### config.mk
export PLATFORM = sky130hd
export DESIGN_NAME = windowed_rms_meter_core
export DESIGN_NICKNAME = d
export VERILOG_FILES = /design/src/hdl/wrm_pkg.sv /design/src/hdl/windowed_rms_meter_core.sv /design/src/hdl/wrm_arith_unit.sv
export VERILOG_INCLUDE_DIRS = /design/src /design/src/hdl
export SDC_FILE = /design/constraint.sdc
export NUM_CORES = 1
export LEC_CHECK = 0
export BUFFER_PORTS_ARGS = -buffer_cell sky130_fd_sc_hd__buf_2
export CORE_UTILIZATION = 35
export CTS_CLUSTER_DIAMETER = 100
export DETAILED_ROUTE_END_ITERATION = 12
export PLACE_DENSITY_LB_ADDON = 0.2
export SYNTH_ARGS = -nofsm -noshare
export SYNTH_HDL_FRONTEND = slang
export SYNTH_SLANG_ARGS = --single-unit
### constraint.sdc
create_clock -name clock -period 7.54 [get_ports clock]
set_input_delay 0.377 -clock clock [delete_from_list [all_inputs] [get_ports clock]]
set_output_delay 0.377 -clock clock [all_outputs]
set_load 0.05 [all_outputs]
### src/hdl/assert_macros.svh
// ----------------------------------------------------------------------------
// assert_macros
// concurrent assertion helpers, empty bodies for synthesis
// ----------------------------------------------------------------------------
`ifndef ASSERT_MACROS_SVH
`define ASSERT_MACROS_SVH

`ifndef SYNTHESIS

// same-cycle implication
`define ASSERT_IMPLY(label, clk, rst, ante, cons) \
   label: assert property (@(posedge clk) disable iff (rst) (ante) |-> (cons)) \
      else $error("assertion failed");

// next-cycle implication
`define ASSERT_NEXT(label, clk, rst, ante, cons) \
   label: assert property (@(posedge clk) disable iff (rst) (ante) |=> (cons)) \
      else $error("assertion failed");

`else

`define ASSERT_IMPLY(label, clk, rst, ante, cons)
`define ASSERT_NEXT(label, clk, rst, ante, cons)

`endif

`endif

### src/hdl/wrm_pkg.sv
// ----------------------------------------------------------------------------
// wrm_pkg
// shared types and constants of the windowed rms meter
// ----------------------------------------------------------------------------
package wrm_pkg;

   localparam int MAX_WINDOW = 1024;
   localparam int WIN_W      = 11;
   localparam int SUM_W      = 41;
   localparam int SQ_W       = 31;
   localparam int ACC_W      = 42;
   localparam int REM_W      = 26;
   localparam int ROOT_W     = 21;
   localparam int WQ_W       = 17;
   localparam int STEP_W     = 6;

   localparam logic [STEP_W-1:0] WDIV_STEPS = STEP_W'(WQ_W);
   localparam logic [STEP_W-1:0] MDIV_STEPS = STEP_W'(ACC_W);
   localparam logic [STEP_W-1:0] SQRT_STEPS = STEP_W'(ROOT_W);

   localparam logic OP_DIV  = 1'b0;
   localparam logic OP_SQRT = 1'b1;

   localparam logic [15:0] RATE_RESET = 16'd20000;

   localparam logic REG_SAMPLE_RATE = 1'b0;

   typedef struct packed {
      logic signed [15:0] sample;
      logic [15:0]        freq;
   } req_word_type;

   typedef struct packed {
      logic [15:0] rms;
      logic        fresh;
   } rsp_word_type;

   typedef struct packed {
      logic              start;
      logic              op;
      logic [STEP_W-1:0] steps;
      logic [ACC_W-1:0]  dividend;
      logic [15:0]       divisor;
   } arith_cmd_type;

endpackage

### src/hdl/windowed_rms_meter_core.sv
// ----------------------------------------------------------------------------
// windowed_rms_meter_core
// block rms over one period of the fundamental, computed by a shared
// bit-serial divide and square root unit
// ----------------------------------------------------------------------------
// usage
//   req channel: one word carries a signed sample and the fundamental freq;
//   rsp channel: one word per request with the latest rms and a fresh flag.
//   apb port: register 0 at address 0 is sample_rate; the user must write it
//   only while idle, as the block itself does not enforce this.
// sequencing
//   freq of zero: no arithmetic, the result goes straight to the output register
//   window still open: 17-step window divide, square, update, then output
//   window closes: adds a 42-step mean divide and a 21-step square root;
//   the shared unit serves one request at a time, since req_ready is high
//   only in idle; req_ready rises at the edge that loads the output
//   register
// reset
//   sample_rate returns to 20000, stored freq, sum, count and rms clear
// stall
//   a result held by a low rsp_ready still lets the next request in; that
//   request's own result waits until the output register is free
// ----------------------------------------------------------------------------
`include "assert_macros.svh"

module windowed_rms_meter_core (
   input  logic                  clock,
   input  logic                  reset,
   input  logic                  req_valid,
   output logic                  req_ready,
   input  wrm_pkg::req_word_type req_word,
   output logic                  rsp_valid,
   input  logic                  rsp_ready,
   output wrm_pkg::rsp_word_type rsp_word,
   input  logic                  psel,
   input  logic                  penable,
   input  logic                  pwrite,
   input  logic [2:0]            paddr,
   input  logic [31:0]           pwdata,
   output logic [31:0]           prdata,
   output logic                  pready
);

   localparam logic [2:0] ST_IDLE  = 3'd0;
   localparam logic [2:0] ST_WDIV  = 3'd1;
   localparam logic [2:0] ST_ACCUM = 3'd2;
   localparam logic [2:0] ST_MDIV  = 3'd3;
   localparam logic [2:0] ST_SQRT  = 3'd4;
   localparam logic [2:0] ST_DONE  = 3'd5;

   logic [2:0]                    state_ff, state_in;
   logic                          rsp_valid_ff, rsp_valid_in;
   wrm_pkg::rsp_word_type         rsp_word_ff, rsp_word_in;
   logic [15:0]                   sample_rate_ff, sample_rate_in;
   logic [15:0]                   stored_freq_ff, stored_freq_in;
   logic [wrm_pkg::SUM_W-1:0]     square_sum_ff, square_sum_in;
   logic [wrm_pkg::WIN_W-1:0]     sample_count_ff, sample_count_in;
   logic [15:0]                   held_rms_ff, held_rms_in;
   logic                          fresh_ff, fresh_in;
   logic signed [15:0]            sample_ff, sample_in;
   logic [15:0]                   freq_ff, freq_in;
   logic [wrm_pkg::SQ_W-1:0]      square_ff, square_in;
   logic [wrm_pkg::WIN_W-1:0]     window_ff, window_in;

   wrm_pkg::arith_cmd_type        cmd;
   logic                          arith_busy;
   logic                          arith_done;
   logic [wrm_pkg::ACC_W-1:0]     arith_result;

   logic                          req_take;
   logic                          zero_take;
   logic                          arith_wait;
   logic                          cfg_write;
   logic                          reg_index;
   logic [15:0]                   mag;
   logic [31:0]                   mag_sq;
   logic [wrm_pkg::WQ_W-1:0]      wnum;
   logic [wrm_pkg::WQ_W-1:0]      wquot;
   logic [wrm_pkg::SUM_W-1:0]     sum_base;
   logic [wrm_pkg::SUM_W-1:0]     sum_next;
   logic [wrm_pkg::WIN_W-1:0]     count_next;

   wrm_arith_unit u_arith (
      .clock  (clock),
      .reset  (reset),
      .cmd    (cmd),
      .busy   (arith_busy),
      .done   (arith_done),
      .result (arith_result)
   );

   assign req_ready = (state_ff == ST_IDLE);
   assign req_take  = req_valid && req_ready;
   assign rsp_valid = rsp_valid_ff;
   assign rsp_word  = rsp_word_ff;

   assign zero_take  = req_take && (req_word.freq == 16'd0);
   assign arith_wait = (state_ff == ST_WDIV) || (state_ff == ST_MDIV) || (state_ff == ST_SQRT);

   // apb register access
   assign pready    = 1'b1;
   assign reg_index = paddr[2];
   assign cfg_write = psel && penable && pwrite && (reg_index == wrm_pkg::REG_SAMPLE_RATE);
   assign prdata    = (reg_index == wrm_pkg::REG_SAMPLE_RATE) ? {16'd0, sample_rate_ff} : 32'd0;
   assign sample_rate_in = cfg_write ? pwdata[15:0] : sample_rate_ff;

   // magnitude and square, window numerator and quotient
   assign mag    = sample_ff[15] ? 16'(-sample_ff) : 16'(sample_ff);
   assign mag_sq = mag * mag;
   assign wnum   = {1'b0, sample_rate_ff} + {2'b00, req_word.freq[15:1]};
   assign wquot  = arith_result[wrm_pkg::WQ_W-1:0];

   assign sum_base   = (freq_ff != stored_freq_ff) ? '0 : square_sum_ff;
   assign sum_next   = sum_base + {(wrm_pkg::SUM_W-wrm_pkg::SQ_W)'(0), square_ff};
   assign count_next = ((freq_ff != stored_freq_ff) ? '0 : sample_count_ff)
                       + wrm_pkg::WIN_W'(1);

   always_comb begin
      state_in        = state_ff;
      rsp_valid_in    = rsp_valid_ff;
      rsp_word_in     = rsp_word_ff;
      stored_freq_in  = stored_freq_ff;
      square_sum_in   = square_sum_ff;
      sample_count_in = sample_count_ff;
      held_rms_in     = held_rms_ff;
      fresh_in        = fresh_ff;
      sample_in       = sample_ff;
      freq_in         = freq_ff;
      square_in       = square_ff;
      window_in       = window_ff;
      cmd             = '0;

      if (rsp_valid_ff && rsp_ready) begin
         rsp_valid_in = 1'b0;
      end

      unique case (state_ff)
         ST_IDLE: begin
            if (req_take) begin
               sample_in = req_word.sample;
               freq_in   = req_word.freq;
               fresh_in  = 1'b0;
               if (req_word.freq == 16'd0) begin
                  state_in = ST_DONE;
               end else begin
                  cmd.start    = 1'b1;
                  cmd.op       = wrm_pkg::OP_DIV;
                  cmd.steps    = wrm_pkg::WDIV_STEPS;
                  cmd.dividend = {wnum, (wrm_pkg::ACC_W-wrm_pkg::WQ_W)'(0)};
                  cmd.divisor  = req_word.freq;
                  state_in     = ST_WDIV;
               end
            end
         end
         ST_WDIV: begin
            square_in = mag_sq[wrm_pkg::SQ_W-1:0];
            if (arith_done) begin
               if (wquot == '0) begin
                  window_in = wrm_pkg::WIN_W'(1);
               end else if (wquot > wrm_pkg::WQ_W'(wrm_pkg::MAX_WINDOW)) begin
                  window_in = wrm_pkg::WIN_W'(wrm_pkg::MAX_WINDOW);
               end else begin
                  window_in = wquot[wrm_pkg::WIN_W-1:0];
               end
               state_in = ST_ACCUM;
            end
         end
         ST_ACCUM: begin
            stored_freq_in = freq_ff;
            if (count_next >= window_ff) begin
               square_sum_in   = '0;
               sample_count_in = '0;
               cmd.start       = 1'b1;
               cmd.op          = wrm_pkg::OP_DIV;
               cmd.steps       = wrm_pkg::MDIV_STEPS;
               cmd.dividend    = {(wrm_pkg::ACC_W-wrm_pkg::SUM_W)'(0), sum_next};
               cmd.divisor     = {(16-wrm_pkg::WIN_W)'(0), window_ff};
               state_in        = ST_MDIV;
            end else begin
               square_sum_in   = sum_next;
               sample_count_in = count_next;
               state_in        = ST_DONE;
            end
         end
         ST_MDIV: begin
            if (arith_done) begin
               cmd.start    = 1'b1;
               cmd.op       = wrm_pkg::OP_SQRT;
               cmd.steps    = wrm_pkg::SQRT_STEPS;
               cmd.dividend = arith_result;
               state_in     = ST_SQRT;
            end
         end
         ST_SQRT: begin
            if (arith_done) begin
               held_rms_in = arith_result[15:0];
               fresh_in    = 1'b1;
               state_in    = ST_DONE;
            end
         end
         ST_DONE: begin
            if (!rsp_valid_ff || rsp_ready) begin
               rsp_valid_in      = 1'b1;
               rsp_word_in.rms   = held_rms_ff;
               rsp_word_in.fresh = fresh_ff;
               state_in          = ST_IDLE;
            end
         end
         default: begin
            state_in = ST_IDLE;
         end
      endcase
   end

   always_ff @(posedge clock) begin
      if (reset) begin
         state_ff        <= ST_IDLE;
         rsp_valid_ff    <= 1'b0;
         sample_rate_ff  <= wrm_pkg::RATE_RESET;
         stored_freq_ff  <= '0;
         square_sum_ff   <= '0;
         sample_count_ff <= '0;
         held_rms_ff     <= '0;
         fresh_ff        <= 1'b0;
      end else begin
         state_ff        <= state_in;
         rsp_valid_ff    <= rsp_valid_in;
         sample_rate_ff  <= sample_rate_in;
         stored_freq_ff  <= stored_freq_in;
         square_sum_ff   <= square_sum_in;
         sample_count_ff <= sample_count_in;
         held_rms_ff     <= held_rms_in;
         fresh_ff        <= fresh_in;
      end
   end

   always_ff @(posedge clock) begin
      rsp_word_ff <= rsp_word_in;
      sample_ff   <= sample_in;
      freq_ff     <= freq_in;
      square_ff   <= square_in;
      window_ff   <= window_in;
   end

   `ASSERT_IMPLY(a_busy_in_wait, clock, reset, arith_busy, arith_wait)
   `ASSERT_IMPLY(a_done_in_wait, clock, reset, arith_done, arith_wait)
   `ASSERT_NEXT(a_zero_freq_skip, clock, reset, zero_take, (state_ff == ST_DONE && !fresh_ff))

endmodule

### src/hdl/wrm_arith_unit.sv
// ----------------------------------------------------------------------------
// wrm_arith_unit
// shared bit-serial unit: restoring divide, one quotient bit a cycle, or
// integer square root, one root bit a cycle, over one subtractor
// ----------------------------------------------------------------------------
module wrm_arith_unit (
   input  logic                         clock,
   input  logic                         reset,
   input  wrm_pkg::arith_cmd_type       cmd,
   output logic                         busy,
   output logic                         done,
   output logic [wrm_pkg::ACC_W-1:0]    result
);

   logic                         run_ff, run_in;
   logic                         done_ff, done_in;
   logic                         op_ff, op_in;
   logic [wrm_pkg::STEP_W-1:0]   step_ff, step_in;
   logic [wrm_pkg::ACC_W-1:0]    acc_ff, acc_in;
   logic [wrm_pkg::REM_W-1:0]    rem_ff, rem_in;
   logic [wrm_pkg::ROOT_W-1:0]   root_ff, root_in;
   logic [15:0]                  divisor_ff, divisor_in;

   logic [wrm_pkg::REM_W-1:0]    shift_a;
   logic [wrm_pkg::REM_W-1:0]    sub_b;
   logic [wrm_pkg::REM_W:0]      diff;
   logic                         ge;

   always_comb begin
      if (op_ff == wrm_pkg::OP_SQRT) begin
         shift_a = {rem_ff[wrm_pkg::REM_W-3:0], acc_ff[wrm_pkg::ACC_W-1 -: 2]};
         sub_b   = {(wrm_pkg::REM_W-wrm_pkg::ROOT_W-2)'(0), root_ff, 2'b01};
      end else begin
         shift_a = {rem_ff[wrm_pkg::REM_W-2:0], acc_ff[wrm_pkg::ACC_W-1]};
         sub_b   = {(wrm_pkg::REM_W-16)'(0), divisor_ff};
      end
      diff = {1'b0, shift_a} - {1'b0, sub_b};
      ge   = ~diff[wrm_pkg::REM_W];
   end

   always_comb begin
      run_in     = run_ff;
      done_in    = 1'b0;
      op_in      = op_ff;
      step_in    = step_ff;
      acc_in     = acc_ff;
      rem_in     = rem_ff;
      root_in    = root_ff;
      divisor_in = divisor_ff;
      if (cmd.start) begin
         run_in     = 1'b1;
         op_in      = cmd.op;
         step_in    = cmd.steps;
         acc_in     = cmd.dividend;
         rem_in     = '0;
         root_in    = '0;
         divisor_in = cmd.divisor;
      end else if (run_ff) begin
         rem_in  = ge ? diff[wrm_pkg::REM_W-1:0] : shift_a;
         step_in = step_ff - wrm_pkg::STEP_W'(1);
         if (op_ff == wrm_pkg::OP_SQRT) begin
            acc_in  = {acc_ff[wrm_pkg::ACC_W-3:0], 2'b00};
            root_in = {root_ff[wrm_pkg::ROOT_W-2:0], ge};
         end else begin
            acc_in  = {acc_ff[wrm_pkg::ACC_W-2:0], ge};
         end
         if (step_ff == wrm_pkg::STEP_W'(1)) begin
            run_in  = 1'b0;
            done_in = 1'b1;
         end
      end
   end

   always_ff @(posedge clock) begin
      if (reset) begin
         run_ff  <= 1'b0;
         done_ff <= 1'b0;
      end else begin
         run_ff  <= run_in;
         done_ff <= done_in;
      end
   end

   always_ff @(posedge clock) begin
      op_ff      <= op_in;
      step_ff    <= step_in;
      acc_ff     <= acc_in;
      rem_ff     <= rem_in;
      root_ff    <= root_in;
      divisor_ff <= divisor_in;
   end

   assign busy   = run_ff;
   assign done   = done_ff;
   assign result = (op_ff == wrm_pkg::OP_SQRT)
                   ? {(wrm_pkg::ACC_W-wrm_pkg::ROOT_W)'(0), root_ff} : acc_ff;

endmodule

==> impl_results.md <==
- Outcome: finished clean
- Syn Std Cell Area: 0.0242 mm^2
- XOR/XNOR Fraction of Synth Area: 0.0487
- Number of synthesized flops with an enable pin: 155
- Final setup viols: 0
- Worst Setup Start Kind: flop
- Yosys top cell by area: edfxtp_1
- Die span in y: 265 um
- Area Overhead vs Synth: 18.1%
- Area share of the leading cell type in the synthesized netlist: 0.192
- Adder-cell area share of the yosys netlist: 0.229
- Synth cell types: 88
- Compound-cell area share of the yosys netlist: 0.156
- Number of max-cap violations: 0
- Clock Pin Slew Worst Setup and Hold Paths: 0.05 ns
- Routed Antenna Nets: 0
- DRC violation count after routing: 0
- Via count: 19364
- Mean Syn Cell Area: 9.22 um^2
- Grt ovf: 0
- RSZ-0062 raised after global routing: true
- Ant. Diodes: 0
- Synth async-reset ratio: 0
- Final-report hold violation count: 0
- Synthesized netlist cell count: 2631
- GP Congestion: 0.888
- Main combinational cell family by area after synthesis: adder cells
- Synth Area in Simple Gates: 0.147
- # rows: 96
- Die width: 265 um
- CP Capture Type: flop
- Post-synthesis mux area share: 0.0348
- CTS tree: built
- Setup Skew: 0.0301 ns
- Layout net count: 3261
- WL per Instance: 17.4 um
- GRT Util Overall: 0.187
- IO buf count: 90
- Share of cells above drive strength 1: 0.152
- Worst setup margin: 0.0311 ns
- Post-DP HPWL: 51100 um
- Initial antenna violation count: 1
- Most common cell on crit path: fa_1
- Syn. warnings: 0
- Synth area leaders: edfxtp_1 19%, fa_1 14%, dfxtp_1 13%, ha_1 9.2%, nand2_1 5.0%
- Slew Limit Fails: 0
- Core area: 0.0686 mm^2
- Ys flop type: edfxtp_1
- Num CTS Buffers: 40
- Max Fanout on Critical Path: 4
- Max Clk Rate: 133 MHz
- Crit path time final: 7.51 ns
- Critical Path RT: 7.84 ns
- Slew @ Worst Pin: 1.14 ns
- Slowest Stage Delay on Critical Path: 0.58 ns
- DRT iter0 DRCs: 1056
- Via density: 5.09
- Starting Density: 0.354
- DP Worst Slack: -0.401 ns
- Min-delay worst type: input pin to flop
- Tcrit/Tclk final: 0.996
- Die Area: 0.0703 mm^2
- Sequential share of the synthesized area: 0.318
- Boundary Pins: 126
- Synthesized flop and latch total: 308
- Clk Latency, worst-skew pair: 0.57 ns
- Worst path arrival time: 7.81 ns
- Crit-path slowest cell: or4_4
- CTS root buffer: clkbuf_16
- Largest net degree at the start of global routing: 71
- First-pass iteration count of the detailed router: 5
- Vias in the first global route: 19458
- Htree depth: 2
- First-pass GRT wire length: 106000 um
- Sink Count: 308
- Routed WL: 66100 um
- Slew HR: 0.238
- CP Class: flop to flop
- Clk buf depth: 3
[cell families (layout without fill, tap and decap cells)]
family | after synthesis | count (layout)
muxes | 80 | 80
buffers and inverters | 400 | 617
AOI/OAI and AO/OA | 578 | 578
DFF | 308 | 308
adders and majority gates | 345 | 345
xor gates and xnor gates | 134 | 134
and+or+nand+nor | 784 | 784
other | 2 | 28
[synthesized netlist by cell type (all sizes together), types with 55 or more instances]
master / number
dfxtp: 153
fa: 166
xnor2: 74
inv: 279
clkbuf: 86
a21o: 55
nor2: 195
edfxtp: 155
ha: 179
o21ai: 93
a21oi: 195
xor2: 60
nand2: 324
[cell usage in the layout (no fill, tap or decap), drive strengths merged, types with 9 or more instances in the layout]
cell         count
clkbuf          56
mux2            34
a21oi          195
and2            35
buf            244
nand4           18
xnor2           74
a211oi          42
nor3            33
a21o            55
a31oi           14
o221ai          17
conb            28
ha             179
nor2           195
nor4            16
o21ai           93
dlygate4sd3     17
nand2          324
nor2b           46
o21bai          13
mux2i           46
a22oi           17
o41ai           10
and3            14
fa             166
inv            280
edfxtp         155
dfxtp          153
nand2b          15
clkinv          13
xor2            60
o31ai           14
a22o            12
o22ai            9
nand3           54
o21a            18
[final cells by class]
type,instances,area [um^2]
fill,6782,39900
multi-input combinational,1949,15500
sequential,308,7720
timing repair buffer,261,1810
tap,931,1160
clock buffer,56,1130
inverter,282,1060
clock inverter,18,256
[state kept, by name, summed over array words and instances (netlist names), 11 cells and up]
name,count
square_ff,30
u_arith.acc_ff,42
square_sum_ff,41
stored_freq_ff,16
held_rms_ff,16
u_arith.rem_ff,25
window_ff,11
u_arith.root_ff,21
rsp_word,17
sample_count_ff,11
freq_ff,16
sample_ff,16
sample_rate_ff,16
u_arith.divisor_ff,16
[stage by stage]
step	TNS [ns]	util	hold WS, ns	instance area, um^2	std cells
after floorplan	-0.0273	-	0.409	24500	2657
after global placement	-0.769	0.389	0.418	26700	3699
after detailed placement	-1.48	0.389	0.419	26700	3699
after CTS	0	0.415	0.00381	28500	3802
after global routing	-0.877	0.418	0.0268	28600	3805
final	0	0.418	0.0265	28600	3805
[repair_timing]
| action | 4_1_cts | 5_1_grt |
|---|---|---|
| hold buffers | 17 | 0 |
| endpoints found under the setup margin | 9 | 8 |
| gates cloned | 0 | 0 |
| hold endpoints to repair | 17 | 0 |
| setup buffers | 12 | 4 |
| resized for setup | 32 | 37 |
| pin swaps | 49 | 16 |
[worst paths after layout]
check / start / to / slack (ns) / depth (start not counted)
worst min register to register: held_rms_ff[6] / rsp_word[7] / 0.43 / 0
worst max-delay path: sample_ff[4] / square_ff[29] / 0.03 / 29
worst max register to register: sample_ff[4] / square_ff[29] / 0.03 / 29
worst min-delay path: pwdata[9] / sample_rate_ff[9] / 0.03 / 3
[critical path: cells and delay by family (launching register included)]
| kind | cells | cell delay [ns] |
|---|---|---|
| adders and majority gates | 7 | 3.16 |
| xor gates and xnor gates | 2 | 0.25 |
| buffers and inverters | 7 | 0.36 |
| AOI/OAI and AO/OA | 7 | 1.79 |
| and+or+nand+nor | 6 | 1.32 |
| DFF | 1 | 0.38 |
[layer usage]
metal | vias up | routed length (um) | GRT usage
li1 | 9474 | - | -
met1 | 9437 | 29400 | 0.240
met2 | 371 | 32800 | 0.332
met3 | 82 | 2420 | 0.0205
met4 | 0 | 1510 | 0.0534
met5 | - | 0 | 0
Power is left out: the tool's default activity adds up to more than one toggle a clock period on the data nets, which glitch-free logic cannot reach.
